**config.mk**
```make
export PLATFORM = sky130hd
export DESIGN_NAME = qea_ctrl
export DESIGN_NICKNAME = d
export VERILOG_FILES = /design/src/sv/qea_pkg.sv /design/src/sv/qea_ctrl.sv
export SDC_FILE = /design/constraint.sdc
export NUM_CORES = 1
export LEC_CHECK = 0
export ABC_AREA = 0
export BUFFER_PORTS_ARGS = -buffer_cell sky130_fd_sc_hd__clkbuf_2
export CAP_MARGIN = 0
export CORE_MARGIN = 4
export CORE_UTILIZATION = 40
export CTS_BUF_LIST = sky130_fd_sc_hd__clkbuf_4 sky130_fd_sc_hd__clkbuf_8
export CTS_CLUSTER_DIAMETER = 150
export CTS_CLUSTER_SIZE = 28
export DETAILED_ROUTE_END_ITERATION = 12
export MAX_ROUTING_LAYER = met4
export SLEW_MARGIN = 10
export SYNTH_ARGS = -nofsm -noshare
export SYNTH_HDL_FRONTEND = slang
export SYNTH_SLANG_ARGS = --single-unit
```
**constraint.sdc**
```tcl
create_clock -name clock -period 2.3 [get_ports clock]
set_input_delay 0.69 -clock clock [delete_from_list [all_inputs] [get_ports clock]]
set_output_delay 0.69 -clock clock [all_outputs]
set_load 0.05 [all_outputs]
```
**src/sv/qea_pkg.sv**
```systemverilog
`timescale 1ns / 1ps
// ----------------------------------------------------------------------------
// qea_pkg: shared types and constants for the quaternion to Euler converter
// Opcodes, job codes, command and status bundles, fixed-point constants.
// ----------------------------------------------------------------------------
package qea_pkg;

   localparam int REQ_W = 128;
   localparam int RSP_W = 96;

   localparam int CW  = 38;   // direction cosine terms, Q.30
   localparam int AW  = 40;   // angles, Q.30
   localparam int NW  = 37;   // atan2 operand magnitudes
   localparam int RW  = 62;   // square root working width
   localparam int IDX_W = 5;
   localparam int OP_W  = 5;

   localparam logic [OP_W-1:0] OP_NOP    = 5'd0;
   localparam logic [OP_W-1:0] OP_LOAD   = 5'd1;
   localparam logic [OP_W-1:0] OP_PMUL   = 5'd2;
   localparam logic [OP_W-1:0] OP_PSTO   = 5'd3;
   localparam logic [OP_W-1:0] OP_PCLAMP = 5'd4;
   localparam logic [OP_W-1:0] OP_SQMUL  = 5'd5;
   localparam logic [OP_W-1:0] OP_SQINIT = 5'd6;
   localparam logic [OP_W-1:0] OP_SQSTEP = 5'd7;
   localparam logic [OP_W-1:0] OP_ALOAD  = 5'd8;
   localparam logic [OP_W-1:0] OP_ANORM  = 5'd9;
   localparam logic [OP_W-1:0] OP_ADIV   = 5'd10;
   localparam logic [OP_W-1:0] OP_T2MUL  = 5'd11;
   localparam logic [OP_W-1:0] OP_T2W    = 5'd12;
   localparam logic [OP_W-1:0] OP_HMUL   = 5'd13;
   localparam logic [OP_W-1:0] OP_HW     = 5'd14;
   localparam logic [OP_W-1:0] OP_FMUL   = 5'd15;
   localparam logic [OP_W-1:0] OP_FW     = 5'd16;
   localparam logic [OP_W-1:0] OP_POST   = 5'd17;
   localparam logic [OP_W-1:0] OP_EMIT   = 5'd18;

   localparam logic [1:0] JOB_PITCH = 2'd0;
   localparam logic [1:0] JOB_ROLL  = 2'd1;
   localparam logic [1:0] JOB_YAW   = 2'd2;

   localparam logic [IDX_W-1:0] N_PROD_LAST = 5'd9;
   localparam logic [IDX_W-1:0] SQ_LAST     = 5'd30;
   localparam logic [IDX_W-1:0] DIV_LAST    = 5'd30;
   localparam logic [IDX_W-1:0] HORNER_LAST = 5'd4;

   typedef struct packed {
      logic [OP_W-1:0]  op;
      logic [IDX_W-1:0] idx;
      logic [1:0]       job;
   } cmd_type;

   typedef struct packed {
      logic clamp;
      logic lock;
      logic zero;
      logic d_big;
      logic out_full;
   } sts_type;

   localparam logic signed [AW-1:0] PI_Q30   = 40'sd3373259426;
   localparam logic signed [AW-1:0] HPI_Q30  = 40'sd1686629713;
   localparam logic signed [CW-1:0] LOCK_Q30 = 38'sd1070520598;
   localparam logic signed [CW-1:0] ONE_Q30  = 38'sd1073741824;
   localparam logic signed [AW-1:0] ANG_MAX  = 40'sd843314857;
   localparam logic signed [AW-1:0] PIT_MAX  = 40'sd421657428;
   localparam logic signed [31:0]   A11      = -32'sd12585523;

   // Horner coefficients after the leading one, highest power first
   function automatic logic signed [31:0] horner_coef(input logic [2:0] k);
      logic signed [31:0] c;
      case (k)
         3'd0:    c = 32'sd56536072;
         3'd1:    c = -32'sd125018843;
         3'd2:    c = 32'sd207815708;
         3'd3:    c = -32'sd357151731;
         default: c = 32'sd1073717407;
      endcase
      return c;
   endfunction

   // Component pairs for the ten products p00..p33
   function automatic logic [1:0] pair_a(input logic [3:0] k);
      logic [1:0] a;
      case (k)
         4'd0, 4'd1, 4'd2, 4'd3: a = 2'd0;
         4'd4, 4'd5, 4'd6:       a = 2'd1;
         4'd7, 4'd8:             a = 2'd2;
         default:                a = 2'd3;
      endcase
      return a;
   endfunction

   function automatic logic [1:0] pair_b(input logic [3:0] k);
      logic [1:0] b;
      case (k)
         4'd0:                   b = 2'd0;
         4'd1, 4'd4:             b = 2'd1;
         4'd2, 4'd5, 4'd7:       b = 2'd2;
         default:                b = 2'd3;
      endcase
      return b;
   endfunction

   localparam int P00 = 0;
   localparam int P01 = 1;
   localparam int P02 = 2;
   localparam int P03 = 3;
   localparam int P11 = 4;
   localparam int P12 = 5;
   localparam int P13 = 6;
   localparam int P22 = 7;
   localparam int P23 = 8;
   localparam int P33 = 9;

endpackage

```
**src/sv/qea_ctrl.sv**
```systemverilog
`timescale 1ns / 1ps
// ----------------------------------------------------------------------------
// qea_ctrl: sequencer for the quaternion to Euler converter
// Steps the datapath through products, square root and up to three atan2 passes.
// ----------------------------------------------------------------------------
module qea_ctrl (
   input  logic              clock,
   input  logic              reset,
   input  logic              req_tvalid,
   output logic              req_tready,
   input  qea_pkg::sts_type  sts,
   output qea_pkg::cmd_type  cmd
);
   import qea_pkg::*;

   localparam logic [4:0] S_IDLE   = 5'd0;
   localparam logic [4:0] S_PMUL   = 5'd1;
   localparam logic [4:0] S_PSTO   = 5'd2;
   localparam logic [4:0] S_PCHK   = 5'd3;
   localparam logic [4:0] S_SQMUL  = 5'd4;
   localparam logic [4:0] S_SQINIT = 5'd5;
   localparam logic [4:0] S_SQSTEP = 5'd6;
   localparam logic [4:0] S_ALOAD  = 5'd7;
   localparam logic [4:0] S_ANORM  = 5'd8;
   localparam logic [4:0] S_ADIV   = 5'd9;
   localparam logic [4:0] S_T2MUL  = 5'd10;
   localparam logic [4:0] S_T2W    = 5'd11;
   localparam logic [4:0] S_HMUL   = 5'd12;
   localparam logic [4:0] S_HW     = 5'd13;
   localparam logic [4:0] S_FMUL   = 5'd14;
   localparam logic [4:0] S_FW     = 5'd15;
   localparam logic [4:0] S_POST   = 5'd16;
   localparam logic [4:0] S_EMIT   = 5'd17;

   logic [4:0]       state_ff, state_in;
   logic [IDX_W-1:0] idx_ff, idx_in;
   logic [1:0]       job_ff, job_in;

   assign req_tready = (state_ff == S_IDLE);

   always_comb begin
      state_in = state_ff;
      idx_in   = idx_ff;
      job_in   = job_ff;
      cmd.op   = OP_NOP;
      cmd.idx  = idx_ff;
      cmd.job  = job_ff;
      unique case (state_ff)
         S_IDLE: begin
            cmd.op = OP_LOAD;
            if (req_tvalid) begin
               idx_in   = '0;
               state_in = S_PMUL;
            end
         end
         S_PMUL: begin
            cmd.op   = OP_PMUL;
            state_in = S_PSTO;
         end
         S_PSTO: begin
            cmd.op = OP_PSTO;
            if (idx_ff == N_PROD_LAST) begin
               state_in = S_PCHK;
            end else begin
               idx_in   = idx_ff + 1'b1;
               state_in = S_PMUL;
            end
         end
         S_PCHK: begin
            cmd.op = OP_PCLAMP;
            if (sts.clamp) begin
               job_in   = JOB_ROLL;
               state_in = S_ALOAD;
            end else begin
               state_in = S_SQMUL;
            end
         end
         S_SQMUL: begin
            cmd.op   = OP_SQMUL;
            state_in = S_SQINIT;
         end
         S_SQINIT: begin
            cmd.op   = OP_SQINIT;
            idx_in   = '0;
            state_in = S_SQSTEP;
         end
         S_SQSTEP: begin
            cmd.op = OP_SQSTEP;
            if (idx_ff == SQ_LAST) begin
               job_in   = JOB_PITCH;
               state_in = S_ALOAD;
            end else begin
               idx_in = idx_ff + 1'b1;
            end
         end
         S_ALOAD: begin
            cmd.op   = OP_ALOAD;
            state_in = sts.zero ? S_POST : S_ANORM;
         end
         S_ANORM: begin
            cmd.op = OP_ANORM;
            if (!sts.d_big) begin
               idx_in   = '0;
               state_in = S_ADIV;
            end
         end
         S_ADIV: begin
            cmd.op = OP_ADIV;
            if (idx_ff == DIV_LAST) begin
               state_in = S_T2MUL;
            end else begin
               idx_in = idx_ff + 1'b1;
            end
         end
         S_T2MUL: begin
            cmd.op   = OP_T2MUL;
            state_in = S_T2W;
         end
         S_T2W: begin
            cmd.op   = OP_T2W;
            idx_in   = '0;
            state_in = S_HMUL;
         end
         S_HMUL: begin
            cmd.op   = OP_HMUL;
            state_in = S_HW;
         end
         S_HW: begin
            cmd.op = OP_HW;
            if (idx_ff == HORNER_LAST) begin
               state_in = S_FMUL;
            end else begin
               idx_in   = idx_ff + 1'b1;
               state_in = S_HMUL;
            end
         end
         S_FMUL: begin
            cmd.op   = OP_FMUL;
            state_in = S_FW;
         end
         S_FW: begin
            cmd.op   = OP_FW;
            state_in = S_POST;
         end
         S_POST: begin
            cmd.op = OP_POST;
            case (job_ff)
               JOB_PITCH: begin
                  job_in   = JOB_ROLL;
                  state_in = S_ALOAD;
               end
               JOB_ROLL: begin
                  if (sts.lock) begin
                     state_in = S_EMIT;
                  end else begin
                     job_in   = JOB_YAW;
                     state_in = S_ALOAD;
                  end
               end
               default: state_in = S_EMIT;
            endcase
         end
         S_EMIT: begin
            // hold until the output register is free
            if (!sts.out_full) begin
               cmd.op   = OP_EMIT;
               state_in = S_IDLE;
            end
         end
         default: state_in = S_IDLE;
      endcase
   end

   always_ff @(posedge clock) begin
      if (reset) begin
         state_ff <= S_IDLE;
         idx_ff   <= '0;
         job_ff   <= JOB_PITCH;
      end else begin
         state_ff <= state_in;
         idx_ff   <= idx_in;
         job_ff   <= job_in;
      end
   end

endmodule

```
==> metrics.yaml, run 1 <==
status: "complete, no violations"
numCtsBuffers: 3
slew_headroom: 0.699
synth_fp_nets: 140
clock-sinks: 12
rows: 18
ys_seq_elements: 12
die_width_microns: 59.1
yosysMostFrequentCell: "dfxtp_1"
synth_cell_types: 57
portBuffers: 20
core_area_sq_um: 2480
leakage_nw: 0.493
wl_per_cell_microns: 13.8
worstMarginPinSlew_ns: 0.449
ir_drop_mv: 0.376
dr_total_vias: 1026
finalSetupViolCount: 0
endpoint_kind: "output port"
finalHoldViolCount: 0
dieArea_sq_um: 3500
ff2ff_path_depth: 6
yosys-top-cells-count: "dfxtp_1, nand2_1, a21oi_1, nor2_1"
worstPathRequired_ns: 1.61
post-synth-top-area-cell: "dfxtp_1"
rsz0062_at_grt: "no"
ys_seq_area_frac: 0.230
nNetsFinal: 161
final_util: 0.505
syn_inst: 128
async_flop_share: 0
grt_start_max_net_pins: 18
syn_area_sq_um: 1050
maxCapViolCount: 0
cts_buffer_depth: 2
start_util: 0.422
drc: 0
worstHoldStart: "job_ff[0]$_SDFFE_PP0P_"
timing.rr.end: "idx_ff[0]$_SDFFE_PP0P_"
final_max_slew_viol_count: 0
fin_setup_tns_ns: 0
path_clk_slew_ns: 0.08
drt_iter0_drc: 32
p_per_area_nw_per_um2: 530
ant_nets: 0
cts_root_buf: "clkbuf_4"
crit_type: "reg2out"
crit_path_start_kind: "register"
antenna-diode-count: 0
r2r_setup_slack_ns: 0.35
avgSynthCellArea_sq_um: 8.17
insertion_delay_ns: 0.28
ys_top_cells_by_area: "dfxtp_1, ha_1, a21oi_1, nand2_1, nand2b_1"
synth-edff-count: 0
yosys.area.top_type_share: 0.230
hold_class: "reg2reg"
ctsHoldBuffers: 0
viasPerCell: 5.76
first_global_vias: 971
final_layout_size_suffix_gt1_frac: 0.324
synth_warnings: 0
fin_crit_ns: 2.20
max_freq_mhz: 455
worstHoldPathCells: 2
die_h_microns: 59.1
grt_use_total: 0.162
fin_skew_ns: 0.00351
gp_congestion: 0.829
cts_tree: "done"
cts-htree-levels: 1
routed_wirelength_microns: 2450
timing.final.crit_share: 0.956
grt_overflow: 0
grt_pass1_wl_microns: 4300
ys.flop_type: "dfxtp_1"
dp_hpwl_microns: 1930
whs_endpoint: "job_ff[0]$_SDFFE_PP0P_"
cts_setup_buffers: 0
area_growth_pct: 19.5
r2r-start: "idx_ff[0]$_SDFFE_PP0P_"
cp.arrival_ns: 1.51
antenna_found_initial: 0
first_pass_iters: 4
cp_max_fo: 11
cts_resized: 6
top_level_ports: 21
registers in the layout (all words and copies together) (netlist names):
name	cells
idx_ff	5
job_ff	2
state_ff	5
critical path, stage by stage, from the launching register on:
cell and delay (ns):
dfxtp_2 0.40, buf_4 0.19, nor2_1 0.22, nand4_1 0.13, nand2_1 0.07, clkbuf_4 0.22
layer usage:
| metal | share of wire | routed length (microns) | track usage |
|---|---|---|---|
| met5 | 0 | 0 | - |
| met4 | 0.018 | 44 | 0.0680 |
| met3 | 0.056 | 137 | 0.0283 |
| met2 | 0.48 | 1170 | 0.254 |
| met1 | 0.45 | 1100 | 0.203 |
cells by family (layout without fill, tap and decap cells):
logic type	count (synthesis)	after routing	share of synthesized area
simple gates	52	52	0.299
compound gates	38	38	0.290
buf+inv	15	35	0.0670
flops	12	12	0.230
fa+ha+maj	4	4	0.0478
xor+xnor	4	4	0.0335
mux	3	3	0.0335
worst max path at each step:
stage | start | to | slack, ns | depth (start not counted)
2_1_floorplan | idx_ff[0]$_SDFFE_PP0P_ | idx_ff[0]$_SDFFE_PP0P_ | 0.08 | 6
3_3_place_gp | req_tvalid | idx_ff[0]$_SDFFE_PP0P_ | 0.17 | 7
3_5_place_dp | sts[0] | cmd[8] | 0.13 | 5
4_1_cts | state_ff[0]$_SDFFE_PP0P_ | cmd[7] | 0.009 | 4
5_1_grt | state_ff[2]$_SDFFE_PP0P_ | cmd[8] | 0.005 | 5
6_report | state_ff[2]$_SDFFE_PP0P_ | cmd[11] | 0.10 | 5
where the power goes:
group,leakage [nW],total (W),switching (W),internal (W)
clock network,0.0210,0.000177,0.0000808,0.0000963
registers,0.0992,0.000248,0.0000279,0.000220
logic,0.373,0.000238,0.000143,0.0000952
total,0.493,0.000663,0.000252,0.000411
cells in the final DEF (no fill, tap or decap), types with 2 or more instances in the layout:
| cell type | synthesis | routed |
|---|---|---|
| nor2_2 | 0 | 2 |
| clkbuf_4 | 0 | 4 |
| a211oi_1 | 3 | 3 |
| xnor2_1 | 2 | 2 |
| nand3_1 | 5 | 5 |
| nand4_1 | 3 | 3 |
| buf_4 | 1 | 6 |
| mux2i_1 | 2 | 2 |
| a21oi_1 | 8 | 8 |
| a211o_1 | 2 | 2 |
| xor2_1 | 2 | 2 |
| dfxtp_2 | 0 | 3 |
| ha_1 | 4 | 4 |
| nor2_1 | 8 | 6 |
| clkbuf_2 | 0 | 17 |
| inv_1 | 4 | 4 |
| a22o_1 | 3 | 3 |
| nor3_1 | 3 | 3 |
| nand4bb_1 | 2 | 2 |
| nand2b_1 | 5 | 5 |
| dfxtp_1 | 12 | 8 |
| a21o_1 | 3 | 3 |
| o21ai_0 | 4 | 3 |
| nand2_1 | 10 | 10 |
area by class of cell:
type | count | area [sq um]
clock buffer | 4 | 36.3
fill | 244 | 1230
inverter | 5 | 18.8
multi-input combinational | 101 | 756
sequential | 12 | 248
tap | 30 | 37.5
timing repair buffer | 26 | 154
per-stage QoR:
stage                     hold slack [ns]  setup WS [ns]  instance area (sq um)  total power [W]  instances
after global routing                0.575        0.00512                   1250         0.000698        178
after CTS                           0.538        0.00911                   1230         0.000656        178
final                               0.532          0.100                   1250         0.000663        178
after floorplan                     0.546         0.0782                   1050         0.000420        128
after detailed placement            0.523          0.127                   1180         0.000476        174
after global placement              0.520          0.173                   1180         0.000472        174
Note: power is estimated with default switching activity, not from simulation.
==> run 2, diff against run 1 <==
--- a/config.mk
+++ b/config.mk
@@ -8,11 +8,12 @@
 export ABC_AREA = 0
 export BUFFER_PORTS_ARGS = -buffer_cell sky130_fd_sc_hd__clkbuf_2
 export CAP_MARGIN = 0
+export CORE_ASPECT_RATIO = 1.75
 export CORE_MARGIN = 4
 export CORE_UTILIZATION = 40
 export CTS_BUF_LIST = sky130_fd_sc_hd__clkbuf_4 sky130_fd_sc_hd__clkbuf_8
 export CTS_CLUSTER_DIAMETER = 150
-export CTS_CLUSTER_SIZE = 28
+export CTS_CLUSTER_SIZE = 24
 export DETAILED_ROUTE_END_ITERATION = 12
 export MAX_ROUTING_LAYER = met4
 export SLEW_MARGIN = 10
==> run 2 against run 1 <==
Effect of this change: wire length is 5.3% higher; sequential cell count stayed put; utilization is 0.25 points lower; combinational power is 6% lower; via count is 1.9% lower; clock power is 31% higher; power is 6.9% higher; global-route usage is 1.2 points higher; largest power group unchanged.
==> metrics.yaml, run 2 (same netlist as run 1, synthesis figures left out) <==
switching_share: 0.355
viasPerCell: 5.75
path_clk_slew_ns: 0.05
final_max_slew_viol_count: 0
worstPathRequired_ns: 1.61
start_util: 0.420
crit_type: "reg2out"
grt_start_max_net_pins: 21
cp-startpoint: "state_ff[0]$_SDFFE_PP0P_"
ctsHoldBuffers: 0
drc: 0
antenna_found_initial: 0
fin_skew_ns: 0.00560
p_per_area_nw_per_um2: 566
cts_buffer_depth: 2
grt_use_total: 0.174
ir_drop_mv: 0.377
comb_power_share: 0.316
die_h_microns: 75.7
dr_total_vias: 1007
cts_setup_buffers: 0
status: "complete, no violations"
endpoint_kind: "output port"
cts_tree: "done"
cp_max_fo: 20
ff2ff_path_depth: 5
timing.hold.ws_ns: 0.545
cp.arrival_ns: 1.49
final_cell_area_sq_um: 1250
fin_setup_tns_ns: 0
portBuffers: 20
area_growth_pct: 19.6
post_dp_cell_area_sq_um: 1180
ant_nets: 0
pwr-share-seq: 0.355
finalSetupViolCount: 0
wl_per_cell_microns: 14.8
worstHoldPathCells: 2
crit_path_start_kind: "register"
first_global_vias: 1008
p_int_w: 0.000457
cts_root_buf: "clkbuf_8"
nNetsFinal: 162
r2r-start: "state_ff[0]$_SDFFE_PP0P_"
insertion_delay_ns: 0.24
pwr-share-clk: 0.328
antenna-diode-count: 0
max_freq_mhz: 458
clock-sinks: 12
routed_wirelength_microns: 2580
timing.final.crit_share: 0.949
top_level_ports: 21
fin_crit_ns: 2.18
drt_iter0_drc: 23
finalHoldViolCount: 0
first_pass_iters: 4
final_common_cell: "clkbuf_2"
worstHoldStart: "job_ff[1]$_SDFFE_PP0P_"
final_layout_size_suffix_gt1_frac: 0.329
p_switching_w: 0.000252
maxCapViolCount: 0
worstMarginPinSlew_ns: 0.444
final_cell_mix: "clkbuf_2, nand2_1, a21oi_1, dfxtp_1, buf_4"
gp_congestion: 0.813
leakage_nw: 0.501
rows: 24
dieArea_sq_um: 3530
r2r_setup_slack_ns: 0.34
cts-htree-levels: 1
grt_overflow: 0
numCtsBuffers: 3
grt_pass1_wl_microns: 4400
hold_class: "reg2reg"
rsz0062_at_grt: "no"
dp_hpwl_microns: 2030
die_width_microns: 46.7
reg_top3: "idx_ff: 5 flops, state_ff: 5 flops, job_ff: 2 flops"
slew_headroom: 0.702
core_area_sq_um: 2490
-- run 2: changes by cell type in the layout (fill, tap and decap cells not counted) --
cell / change
buf_4: +1
buf_6: -1
clkbuf_2: +2
clkbuf_4: -4
clkbuf_8: +3
dfxtp_2: +1
dfxtp_4: -1
nor4_2: +1
nor4_4: -1
-- run 2: final timing paths --
kind | to
max | cmd[10]
min | job_ff[1]$_SDFFE_PP0P_
max reg2reg | idx_ff[0]$_SDFFE_PP0P_
min reg2reg | job_ff[1]$_SDFFE_PP0P_
-- run 2: power by group through the flow --
stage	Combinational [W]	Clock, W	Sequential, W
final	0.000224	0.000232	0.000252
after global routing	0.000242	0.000247	0.000255
after CTS	0.000224	0.000240	0.000249
after detailed placement	0.000223	0	0.000252
after global placement	0.000221	0	0.000252
after floorplan	0.000173	0	0.000247
-- run 2: through the flow --
stage / cells / total power, W / worst slack [ns] / utilization
after floorplan: 128 / 0.000420 / 0.0782 / -
after global placement: 171 / 0.000473 / 0.157 / 0.475
after detailed placement: 171 / 0.000476 / 0.104 / 0.475
after CTS: 175 / 0.000713 / 0.0147 / 0.498
after global routing: 175 / 0.000744 / 0.0127 / 0.502
final: 175 / 0.000708 / 0.117 / 0.502
-- run 2: timing repair --
| action | CTS | global route |
|---|---|---|
| endpoints found under the setup margin | 4 | 4 |
| endpoints found under the hold margin | 0 | 0 |
| gates cloned | 0 | 0 |
| resized for setup | 2 | 4 |
| pin swaps | 0 | 0 |
-- run 2: metal layers --
layer | vias up | share of wire | global-route usage
met4 | 0 | 0.025 | 0.0769
li1 | 517 | - | -
met3 | 6 | 0.040 | 0.0213
met2 | 23 | 0.55 | 0.313
met1 | 461 | 0.39 | 0.181
met5 | - | 0 | -
-- run 2: final cells by class --
class                   count  area (sq um)
repair buffers             27           153
well taps                  26          32.5
flip-flops and latches     12           245
multi-input cells         101           747
clock buffers               4          55.1
inverters                   5          18.8
fillers                   271          1240
-- run 2: worst max-delay path, stage by stage, from the launching register on --
cell      delay, ns
dfxtp_2        0.52
nand3_1        0.19
xor2_1         0.19
nor2_2         0.08
clkbuf_2       0.27
